`src/hw/rtl/rntd_pkg.sv`:
```
`default_nettype none
package rntd_pkg;

	localparam int unsigned ALPHA_N   = 16;
	localparam int unsigned MAX_RADIX = 16;

	localparam logic [7:0] BYTE_SPACE = 8'd32;
	localparam logic [7:0] BYTE_DEL   = 8'd127;
	localparam logic [7:0] CHAR_ZERO  = 8'h30;
	localparam logic [7:0] CHAR_X     = 8'h78;

	localparam logic [63:0] DIGITS_LOW_RST  = 64'h3736_3534_3332_3130;
	localparam logic [63:0] DIGITS_HIGH_RST = 64'h0000_0000_0000_3938;
	localparam logic [4:0]  RADIX_RST       = 5'd10;

	localparam int unsigned REG_IDX_W = 2;
	localparam logic [REG_IDX_W-1:0] REG_DIGITS_LOW  = 2'd0;
	localparam logic [REG_IDX_W-1:0] REG_DIGITS_HIGH = 2'd1;
	localparam logic [REG_IDX_W-1:0] REG_RADIX       = 2'd2;

	typedef struct packed {
		logic [ALPHA_N-1:0][7:0] alpha;
		logic [4:0]              radix;
		logic                    alpha_ok;
	} cfg_t;

	typedef struct packed {
		logic        op;
		logic        empty;
		logic [63:0] value;
	} entry_t;

	function automatic logic [7:0] hex_lower(input logic [3:0] d);
		logic [7:0] c;
		if (d < 4'd10) begin
			c = CHAR_ZERO + {4'd0, d};
		end else begin
			c = 8'h61 + {4'd0, d} - 8'd10;
		end
		return c;
	endfunction

endpackage
`default_nettype wire

```
`src/hw/rtl/rntd_if.sv`:
```
`default_nettype none
interface rntd_in_if;
	logic        valid;
	logic        ready;
	logic        op;
	logic [63:0] value;
	modport source(output valid, op, value, input ready);
	modport sink(input valid, op, value, output ready);
endinterface

interface rntd_out_if;
	logic       valid;
	logic       ready;
	logic [7:0] char_out;
	logic       is_last;
	logic       empty_res;
	modport source(output valid, char_out, is_last, empty_res, input ready);
	modport sink(input valid, char_out, is_last, empty_res, output ready);
endinterface
`default_nettype wire

```
`src/hw/rtl/radix_number_to_digits.sv`:
```
// Radix conversion of one value per input word into a string of digit characters.
// in_ch carries op and value: op 0 writes value[31:0] in the configured alphabet
// (radix digits taken from digits_low/digits_high), op 1 writes "0x" and the
// 64-bit value in lowercase hex. out_ch returns one character per word, most
// significant first, is_last on the final one; an invalid alphabet or a zero
// pointer gives a single word with empty_res and is_last set and char_out 0.
// Registers are written over APB at byte offsets 0, 8 and 16 (64-bit data).
// A two-entry queue sits behind in_ch, so up to two words are taken ahead of
// the converter. Number mode runs an 8-bit-a-cycle restoring divider over the
// 32-bit value for each digit, pointer mode stores one hex digit per cycle; each
// character then goes through the digit store read port (states S_RD, S_DATA).
// The output register is held while out_ch.ready is low and the converter
// waits on it; the queue keeps taking words until full.
// Reset restores the decimal alphabet, radix 10, and empties queue and output.
`default_nettype none
module radix_number_to_digits #(
	parameter int unsigned MAX_DIGITS = 32
) (
	input  wire logic        clk,
	input  wire logic        arst_n,
	rntd_in_if.sink          in_ch,
	rntd_out_if.source       out_ch,
	input  wire logic        psel,
	input  wire logic        penable,
	input  wire logic        pwrite,
	input  wire logic [4:0]  paddr,
	input  wire logic [63:0] pwdata,
	output logic      [63:0] prdata,
	output logic             pready
);

	rntd_pkg::cfg_t   cfg;
	logic             q_valid;
	logic             q_pop;
	rntd_pkg::entry_t q_entry;

	rntd_cfg u_cfg (
		.clk    (clk),
		.arst_n (arst_n),
		.psel   (psel),
		.penable(penable),
		.pwrite (pwrite),
		.paddr  (paddr),
		.pwdata (pwdata),
		.prdata (prdata),
		.pready (pready),
		.cfg    (cfg)
	);

	rntd_front u_front (
		.clk     (clk),
		.arst_n  (arst_n),
		.in_ch   (in_ch),
		.alpha_ok(cfg.alpha_ok),
		.q_valid (q_valid),
		.q_entry (q_entry),
		.q_pop   (q_pop)
	);

	rntd_back #(
		.MAX_DIGITS(MAX_DIGITS)
	) u_back (
		.clk    (clk),
		.arst_n (arst_n),
		.cfg    (cfg),
		.q_valid(q_valid),
		.q_entry(q_entry),
		.q_pop  (q_pop),
		.out_ch (out_ch)
	);

endmodule
`default_nettype wire

```
`src/hw/rtl/rntd_ram.sv`:
```
`default_nettype none
module rntd_ram #(
	parameter int unsigned WIDTH = 4,
	parameter int unsigned DEPTH = 32
) (
	input  wire logic                     clk,
	input  wire logic                     we,
	input  wire logic [$clog2(DEPTH)-1:0] waddr,
	input  wire logic [WIDTH-1:0]         wdata,
	input  wire logic [$clog2(DEPTH)-1:0] raddr,
	output logic      [WIDTH-1:0]         rdata
);

	logic [WIDTH-1:0] mem_q [DEPTH];

	always_ff @(posedge clk) begin
		if (we) begin
			mem_q[waddr] <= wdata;
		end
		rdata <= mem_q[raddr];
	end

endmodule
`default_nettype wire

```
`src/hw/rtl/rntd_cfg.sv`:
```
`default_nettype none
module rntd_cfg (
	input  wire logic                clk,
	input  wire logic                arst_n,
	input  wire logic                psel,
	input  wire logic                penable,
	input  wire logic                pwrite,
	input  wire logic [4:0]          paddr,
	input  wire logic [63:0]         pwdata,
	output logic      [63:0]         prdata,
	output logic                     pready,
	output rntd_pkg::cfg_t           cfg
);

	logic [63:0] digits_low_q;
	logic [63:0] digits_high_q;
	logic [4:0]  radix_q;
	logic [rntd_pkg::REG_IDX_W-1:0] idx;
	logic        wr;

	assign idx    = paddr[4:3];
	assign wr     = psel && penable && pwrite;
	assign pready = 1'b1;

	always_ff @(posedge clk or negedge arst_n) begin
		if (!arst_n) begin
			digits_low_q  <= rntd_pkg::DIGITS_LOW_RST;
			digits_high_q <= rntd_pkg::DIGITS_HIGH_RST;
			radix_q       <= rntd_pkg::RADIX_RST;
		end else if (wr) begin
			case (idx)
				rntd_pkg::REG_DIGITS_LOW:  digits_low_q  <= pwdata;
				rntd_pkg::REG_DIGITS_HIGH: digits_high_q <= pwdata;
				rntd_pkg::REG_RADIX:       radix_q       <= pwdata[4:0];
				default: ;
			endcase
		end
	end

	always_comb begin
		case (idx)
			rntd_pkg::REG_DIGITS_LOW:  prdata = digits_low_q;
			rntd_pkg::REG_DIGITS_HIGH: prdata = digits_high_q;
			rntd_pkg::REG_RADIX:       prdata = {59'd0, radix_q};
			default:                   prdata = 64'd0;
		endcase
	end

	// alphabet check: radix range, forbidden bytes, duplicates among used digits
	always_comb begin
		logic bad;
		logic [rntd_pkg::ALPHA_N-1:0][7:0] a;
		a   = {digits_high_q, digits_low_q};
		bad = (radix_q < 5'd2) || (radix_q > 5'(rntd_pkg::MAX_RADIX));
		for (int i = 0; i < rntd_pkg::ALPHA_N; i++) begin
			if (5'(i) < radix_q) begin
				if (a[i] <= rntd_pkg::BYTE_SPACE || a[i] == rntd_pkg::BYTE_DEL) begin
					bad = 1'b1;
				end
				for (int j = i + 1; j < rntd_pkg::ALPHA_N; j++) begin
					if (5'(j) < radix_q && a[j] == a[i]) begin
						bad = 1'b1;
					end
				end
			end
		end
		cfg.alpha    = a;
		cfg.radix    = radix_q;
		cfg.alpha_ok = !bad;
	end

endmodule
`default_nettype wire

```
`src/hw/rtl/rntd_front.sv`:
```
`default_nettype none
module rntd_front (
	input  wire logic        clk,
	input  wire logic        arst_n,
	rntd_in_if.sink          in_ch,
	input  wire logic        alpha_ok,
	output logic             q_valid,
	output rntd_pkg::entry_t q_entry,
	input  wire logic        q_pop
);

	rntd_pkg::entry_t ent_q [2];
	logic             wr_q;
	logic             rd_q;
	logic [1:0]       cnt_q;
	logic             push;
	rntd_pkg::entry_t ent_new;

	assign in_ch.ready = (cnt_q != 2'd2);
	assign push        = in_ch.valid && in_ch.ready;
	assign q_valid     = (cnt_q != 2'd0);
	assign q_entry     = ent_q[rd_q];

	always_comb begin
		ent_new.op    = in_ch.op;
		ent_new.value = in_ch.value;
		ent_new.empty = in_ch.op ? (in_ch.value == 64'd0) : !alpha_ok;
	end

	always_ff @(posedge clk) begin
		if (push) begin
			ent_q[wr_q] <= ent_new;
		end
	end

	always_ff @(posedge clk or negedge arst_n) begin
		if (!arst_n) begin
			wr_q  <= 1'b0;
			rd_q  <= 1'b0;
			cnt_q <= 2'd0;
		end else begin
			if (push) begin
				wr_q <= !wr_q;
			end
			if (q_pop) begin
				rd_q <= !rd_q;
			end
			case ({push, q_pop})
				2'b10:   cnt_q <= cnt_q + 2'd1;
				2'b01:   cnt_q <= cnt_q - 2'd1;
				default: cnt_q <= cnt_q;
			endcase
		end
	end

endmodule
`default_nettype wire

```
`src/hw/rtl/rntd_back.sv`:
```
`default_nettype none
module rntd_back #(
	parameter int unsigned MAX_DIGITS = 32
) (
	input  wire logic              clk,
	input  wire logic              arst_n,
	input  wire rntd_pkg::cfg_t    cfg,
	input  wire logic              q_valid,
	input  wire rntd_pkg::entry_t  q_entry,
	output logic                   q_pop,
	rntd_out_if.source             out_ch
);

	localparam int unsigned CW = $clog2(MAX_DIGITS + 1);
	localparam int unsigned AW = $clog2(MAX_DIGITS);

	typedef enum logic [2:0] {
		S_IDLE, S_EMPTY, S_PTR, S_DIV, S_PRE0, S_PREX, S_RD, S_DATA
	} state_t;

	state_t      state_q;
	logic [63:0] work_q;
	logic [3:0]  rem_q;
	logic [1:0]  chunk_q;
	logic [CW-1:0] cnt_q;
	logic        op_q;
	logic        out_valid_q;
	logic [7:0]  out_char_q;
	logic        out_last_q;
	logic        out_empty_q;

	logic        out_free;
	logic        out_load;
	logic [4:0]  r;
	logic [7:0]  qb;
	logic [31:0] quot;
	logic        ram_we;
	logic [AW-1:0] ram_waddr;
	logic [3:0]  ram_wdata;
	logic [AW-1:0] ram_raddr;
	logic [3:0]  ram_rdata;
	logic        room;
	logic [CW-1:0] cnt_dec;
	logic [7:0]  digit_char;

	assign out_free         = !out_valid_q || out_ch.ready;
	assign out_ch.valid     = out_valid_q;
	assign out_ch.char_out  = out_char_q;
	assign out_ch.is_last   = out_last_q;
	assign out_ch.empty_res = out_empty_q;

	assign q_pop = q_valid && (state_q == S_IDLE);

	always_comb begin
		case (state_q)
			S_EMPTY, S_PRE0, S_PREX: out_load = out_free;
			S_DATA:                  out_load = 1'b1;
			default:                 out_load = 1'b0;
		endcase
	end

	// eight restoring-division steps per cycle on the top byte
	always_comb begin
		r  = {1'b0, rem_q};
		qb = 8'd0;
		for (int k = 0; k < 8; k++) begin
			r = {r[3:0], work_q[31-k]};
			if (r >= cfg.radix) begin
				r         = r - cfg.radix;
				qb[7-k]   = 1'b1;
			end
		end
	end

	assign quot      = {work_q[23:0], qb};
	assign room      = (cnt_q < CW'(MAX_DIGITS));
	assign cnt_dec   = cnt_q - CW'(1);
	assign ram_waddr = cnt_q[AW-1:0];
	assign ram_raddr = cnt_dec[AW-1:0];

	always_comb begin
		ram_we    = 1'b0;
		ram_wdata = work_q[3:0];
		if (state_q == S_PTR) begin
			ram_we = room;
		end else if (state_q == S_DIV && chunk_q == 2'd3) begin
			ram_we    = room;
			ram_wdata = r[3:0];
		end
	end

	assign digit_char = op_q ? rntd_pkg::hex_lower(ram_rdata) : cfg.alpha[ram_rdata];

	rntd_ram #(
		.WIDTH(4),
		.DEPTH(MAX_DIGITS)
	) u_store (
		.clk  (clk),
		.we   (ram_we),
		.waddr(ram_waddr),
		.wdata(ram_wdata),
		.raddr(ram_raddr),
		.rdata(ram_rdata)
	);

	always_ff @(posedge clk or negedge arst_n) begin
		if (!arst_n) begin
			state_q     <= S_IDLE;
			work_q      <= 64'd0;
			rem_q       <= 4'd0;
			chunk_q     <= 2'd0;
			cnt_q       <= '0;
			op_q        <= 1'b0;
			out_valid_q <= 1'b0;
			out_char_q  <= 8'd0;
			out_last_q  <= 1'b0;
			out_empty_q <= 1'b0;
		end else begin
			if (out_load) begin
				out_valid_q <= 1'b1;
			end else if (out_valid_q && out_ch.ready) begin
				out_valid_q <= 1'b0;
			end
			case (state_q)
				S_IDLE: begin
					if (q_valid) begin
						op_q    <= q_entry.op;
						cnt_q   <= '0;
						rem_q   <= 4'd0;
						chunk_q <= 2'd0;
						work_q  <= q_entry.op ? q_entry.value : {32'd0, q_entry.value[31:0]};
						if (q_entry.empty) begin
							state_q <= S_EMPTY;
						end else if (q_entry.op) begin
							state_q <= S_PTR;
						end else begin
							state_q <= S_DIV;
						end
					end
				end
				S_EMPTY: begin
					if (out_free) begin
						out_char_q  <= 8'd0;
						out_last_q  <= 1'b1;
						out_empty_q <= 1'b1;
						state_q     <= S_IDLE;
					end
				end
				S_PTR: begin
					if (room) begin
						cnt_q <= cnt_q + CW'(1);
					end
					work_q <= {4'd0, work_q[63:4]};
					if (work_q[63:4] == 60'd0) begin
						state_q <= S_PRE0;
					end
				end
				S_DIV: begin
					work_q[31:0] <= quot;
					chunk_q      <= chunk_q + 2'd1;
					if (chunk_q == 2'd3) begin
						rem_q <= 4'd0;
						if (room) begin
							cnt_q <= cnt_q + CW'(1);
						end
						if (quot == 32'd0) begin
							state_q <= S_RD;
						end
					end else begin
						rem_q <= r[3:0];
					end
				end
				S_PRE0: begin
					if (out_free) begin
						out_char_q  <= rntd_pkg::CHAR_ZERO;
						out_last_q  <= 1'b0;
						out_empty_q <= 1'b0;
						state_q     <= S_PREX;
					end
				end
				S_PREX: begin
					if (out_free) begin
						out_char_q  <= rntd_pkg::CHAR_X;
						out_last_q  <= 1'b0;
						out_empty_q <= 1'b0;
						state_q     <= S_RD;
					end
				end
				S_RD: begin
					if (out_free) begin
						cnt_q   <= cnt_dec;
						state_q <= S_DATA;
					end
				end
				S_DATA: begin
					out_char_q  <= digit_char;
					out_last_q  <= (cnt_q == '0);
					out_empty_q <= 1'b0;
					state_q     <= (cnt_q == '0) ? S_IDLE : S_RD;
				end
				default: state_q <= S_IDLE;
			endcase
		end
	end

endmodule
`default_nettype wire

```
`src/flat_wrapper.sv`:
```
// flat-port wrapper written by rule: the top's interface ports become plain ports
module radix_number_to_digits_flat 
#(
	parameter int unsigned MAX_DIGITS = 32
)
  (clk, arst_n, psel, penable, pwrite, paddr, pwdata, prdata, pready, in_ch_valid, in_ch_op, in_ch_value, in_ch_ready, out_ch_valid, out_ch_char_out, out_ch_is_last, out_ch_empty_res, out_ch_ready);
  rntd_in_if in_ch_i ();
  rntd_out_if out_ch_i ();
  input  wire logic clk;
  input  wire logic arst_n;
  input  wire logic psel;
  input  wire logic penable;
  input  wire logic pwrite;
  input  wire logic [4:0] paddr;
  input  wire logic [63:0] pwdata;
  output logic      [63:0] prdata;
  output logic pready;
  input wire logic [$bits(in_ch_i.valid)-1:0] in_ch_valid;
  input wire logic [$bits(in_ch_i.op)-1:0] in_ch_op;
  input wire logic [$bits(in_ch_i.value)-1:0] in_ch_value;
  output wire logic [$bits(in_ch_i.ready)-1:0] in_ch_ready;
  output wire logic [$bits(out_ch_i.valid)-1:0] out_ch_valid;
  output wire logic [$bits(out_ch_i.char_out)-1:0] out_ch_char_out;
  output wire logic [$bits(out_ch_i.is_last)-1:0] out_ch_is_last;
  output wire logic [$bits(out_ch_i.empty_res)-1:0] out_ch_empty_res;
  input wire logic [$bits(out_ch_i.ready)-1:0] out_ch_ready;
  assign in_ch_i.valid = in_ch_valid;
  assign in_ch_i.op = in_ch_op;
  assign in_ch_i.value = in_ch_value;
  assign in_ch_ready = in_ch_i.ready;
  assign out_ch_valid = out_ch_i.valid;
  assign out_ch_char_out = out_ch_i.char_out;
  assign out_ch_is_last = out_ch_i.is_last;
  assign out_ch_empty_res = out_ch_i.empty_res;
  assign out_ch_i.ready = out_ch_ready;
  radix_number_to_digits #(.MAX_DIGITS(MAX_DIGITS)) u_core (.clk(clk), .arst_n(arst_n), .in_ch(in_ch_i), .out_ch(out_ch_i), .psel(psel), .penable(penable), .pwrite(pwrite), .paddr(paddr), .pwdata(pwdata), .prdata(prdata), .pready(pready));
endmodule
```
`config.mk`:
```
export PLATFORM = sky130hd
export DESIGN_NAME = radix_number_to_digits_flat
export DESIGN_NICKNAME = d
export VERILOG_FILES = /design/src/hw/rtl/rntd_pkg.sv /design/src/hw/rtl/rntd_if.sv /design/src/hw/rtl/radix_number_to_digits.sv /design/src/hw/rtl/rntd_ram.sv /design/src/hw/rtl/rntd_cfg.sv /design/src/hw/rtl/rntd_front.sv /design/src/hw/rtl/rntd_back.sv /design/src/flat_wrapper.sv
export SDC_FILE = /design/constraint.sdc
export NUM_CORES = 2
export LEC_CHECK = 0
export BUFFER_PORTS_ARGS = -buffer_cell sky130_fd_sc_hd__buf_4
export CAP_MARGIN = 10
export CORE_MARGIN = 5
export CORE_UTILIZATION = 39
export DETAILED_ROUTE_END_ITERATION = 12
export SYNTH_ARGS = -nofsm -noshare
export SYNTH_HDL_FRONTEND = slang
export SYNTH_HIERARCHICAL = 1
export SYNTH_SLANG_ARGS = --single-unit
```
`constraint.sdc`:
```
create_clock -name clk -period 14.3 [get_ports clk]
set_input_delay 1.43 -clock clk [delete_from_list [all_inputs] [get_ports clk]]
set_output_delay 1.43 -clock clk [all_outputs]
set_load 0.01 [all_outputs]
```
==> impl_metrics.csv <==
group,metric,value,unit
routing,routed_wl,135,mm
final_layout,stdcell_area,41500,um^2
clock_tree,cts_sinks,492,
sta,finalSetupViolations,0,
grt,grt_start_max_net_pins,95,
sta,period_needed,13.14,ns
clock_tree,cts_buffer_depth,3,
clock_tree,htree_levels,2,
sta,period_share,91.9,%
clock_tree,cts_setup_buffers,0,
critical_path,r2r-end,"u_core/u_back/u_store/mem_q[2][3]",
critical_path,cp_slowest_cell,"dfrtp_2",
critical_path,crit_type,"register to register",
clock_tree,clkSlewWorstSetupHoldPaths,0.07,ns
clock_tree,cts_tree,"yes",
synth,ys_ff_latch,492,
sta,relSlewSlack,12.5,%
routing,drc_errors,0,
synth,async_flop_share,46.3,%
die,start_util,39.2,%
critical_path,crit_required,14.60,ns
outcome,outcome,"completed",
grt,grt_use_total,26.0,%
sta,drv_slew,0,
sta,skew,0.0354,ns
placement,dpl_cell_area,39200,um^2
sta,hold_slack,0.494,ns
synth,synth-edff-count,260,
critical_path,r2r_start,"u_core/u_cfg/radix_q[2]",
synth,avgSynthCellArea,10.4,um^2
critical_path,r2r_setup_slack,1.16,ns
routing,vias,29600,
placement,io_buffers,213,
sta,tightest_slew,1.31,ns
routing,wl_per_cell,27.7,um
grt,grt_overflow,0,
sta,rsz0062_at_grt,"false",
worst_hold_path,whs_path_depth,2,
sta,finalHoldViolCount,0,
routing,avgViaCountPerCell,6.07,
placement,hpwl,83.6,mm
sta,max_freq,76.1,MHz
routing,drtPass1Iterations,8,
critical_path,endpoint_kind,"register",
routing,dr.first_iter.drc_count,4127,
die,die_w,316,um
critical_path,worstPathArrival,13.44,ns
grt,grt_antenna_before_repair,4,
placement,gp_congestion,0.957,
critical_path,max_stage_delay,0.59,ns
final_layout,mostFrequentLayoutCells,"685 x xnor2_1, 347 x buf_4, 299 x xor2_1",
die,die-area,100000,um^2
die,ioPinCount,218,
flow_run,maxCapViolations,0,
worst_hold_path,hold_end,"u_core/u_back/work_q[56]",
critical_path,reg2reg_depth,48,
routing,ant_nets,0,
clock_tree,cts.repair.resized,0,
synth,yosysUniqueCellTypes,82,
critical_path,critPathLaunchType,"register",
synth,mappedNetlistArea,36600,um^2
die,rows,112,
clock_tree,hold_buffers,0,
synth,synth_warnings,6,
critical_path,path_max_fanout,16,
grt,grt_pass1_wl,196,mm
worst_hold_path,min_path_type,"register to register",
clock_tree,clock-root-buffer,"clkbuf_16",
grt,first_global_vias,28300,
synth,synthFlopType,"edfxtp_1",
clock_tree,cts_inserted_buffers,55,
final_layout,nets,3757,
critical_path,crit_top_cell,"ha_1",
final_layout,final_common_cell,"xnor2_1",
die,coreArea,93300,um^2
die,die_h,316,um
synth,syn_nets,3720,
final_layout,layout-drive-gt1-share,22.2,%
synth,synth_cells,3525,
final_layout,area_growth,13.2,%
synth,synth-seq-area-share,37.2,%
worst_hold_path,min_from,"u_core/u_back/work_q[60]",
sta,setup_tns,0,ns
clock_tree,clk_latency,0.67,ns
cell usage after synthesis, types with 5 or more instances:
library cell	number	area share (%)
nor2_1	137	1.4
fa_1	8	0.44
nor3_1	79	1.1
nand2b_1	14	0.24
o31ai_1	11	0.23
nand4_1	181	3.1
a21o_1	18	0.37
nand3_1	39	0.53
a21oi_1	57	0.78
nand2_1	203	2.1
ha_1	46	1.6
and2_1	15	0.26
buf_4	10	0.20
a31oi_1	70	1.2
and3_1	5	0.085
mux4_1	12	0.86
mux4_2	68	4.2
or3_1	9	0.15
dfstp_2	37	2.7
o21ai_1	9	0.12
dfrtp_1	191	13
nand3b_1	5	0.10
or4_1	17	0.35
mux2i_1	70	1.9
o21ai_0	77	1.1
buf_6	9	0.28
nor4_1	114	1.9
edfxtp_1	260	21
clkbuf_1	87	0.89
a22oi_1	31	0.64
buf_2	144	2.0
mux2_2	208	6.4
a211oi_1	18	0.37
o211a_1	8	0.22
xnor2_1	685	16
xor2_1	300	7.2
nor2b_1	13	0.22
buf_1	119	1.2
inv_1	42	0.43
o22ai_1	8	0.14
o2111ai_1	7	0.17
layout make-up:
type | count | area [um^2]
repair buffers | 349 | 2650
flip-flops and latches | 492 | 13600
clock buffers | 63 | 1440
fillers | 8843 | 51900
clock inverters | 41 | 744
multi-input cells | 2622 | 21200
diodes | 6 | 15.0
inverters | 42 | 158
well taps | 1254 | 1570
state kept, by name, indices dropped and copies added, names as in the netlist, 2 cells and up:
signal / count
u_core/u_back/rem_q: 4
u_core/u_back/state_q: 3
u_core/u_back/work_q: 64
u_core/u_back/out_ch.char_out: 8
u_core/u_back/cnt_q: 6
u_core/u_cfg/digits_low_q: 64
u_core/u_back/u_store/rdata: 4
u_core/u_front/ent_q: 132
u_core/u_front/cnt_q: 2
u_core/u_back/u_store/mem_q: 128
u_core/u_back/chunk_q: 2
u_core/u_cfg/digits_high_q: 64
u_core/u_cfg/radix_q: 5
per-stage QoR:
| stage | utilization [%] | std cells | setup slack (ns) |
|---|---|---|---|
| finish | 44.4 | 4869 | 1.16 |
| floorplan | - | 3525 | 2.22 |
| global placement | 42.0 | 4757 | 0.910 |
| detailed placement | 42.0 | 4757 | 0.686 |
| CTS | 44.3 | 4861 | 0.617 |
| global route | 44.4 | 4864 | 0.109 |
cells by family (layout without fill, tap and decap cells):
family / after synthesis / count (layout) / share of synthesized area (%)
other cells: 1 / 7 / 0.0102
flops: 492 / 492 / 37.2
compound gates: 370 / 371 / 6.71
xor+xnor: 985 / 985 / 23.6
fa+ha+maj: 54 / 54 / 2.01
simple gates: 853 / 853 / 12.1
mux: 358 / 358 / 13.3
buf+inv: 412 / 495 / 5.05
worst max path at each step:
| stage | from | to | slack [ns] | cells after the start |
|---|---|---|---|---|
| 2_1_floorplan | u_core/u_cfg/radix_q[1] | u_core/u_back/u_store/mem_q[0][0] | 2.22 | 47 |
| 3_3_place_gp | u_core/u_cfg/radix_q[2] | u_core/u_back/u_store/mem_q[23][1] | 0.91 | 48 |
| 3_5_place_dp | u_core/u_cfg/radix_q[2] | u_core/u_back/u_store/mem_q[19][1] | 0.69 | 48 |
| 4_1_cts | u_core/u_cfg/radix_q[2] | u_core/u_back/u_store/mem_q[18][1] | 0.62 | 48 |
| 5_1_grt | u_core/u_cfg/radix_q[2] | u_core/u_back/u_store/mem_q[25][3] | 0.11 | 48 |
| 6_report | u_core/u_cfg/radix_q[2] | u_core/u_back/u_store/mem_q[2][3] | 1.16 | 48 |
worst max-delay path: cells and delay by family, from the launching register on:
kind                       cells  cell delay, ns
buffers and inverters          5            1.01
DFF                            1            0.59
and+or+nand+nor                2            0.25
adders and majority gates      8            2.43
muxes                          4            1.51
AOI/OAI and AO/OA             29            6.96
metal layers:
| metal | global-route usage, % | routed length, um | vias up |
|---|---|---|---|
| met4 | 12.3 | 7410 | 0 |
| met5 | 0 | 0 | - |
| li1 | - | - | 12600 |
| met2 | 39.3 | 59000 | 1912 |
| met3 | 6.26 | 14600 | 438 |
| met1 | 35.2 | 54100 | 14600 |
Power is left out: the tool's default activity adds up to more than one toggle a clock period on the data nets, which glitch-free logic cannot reach.
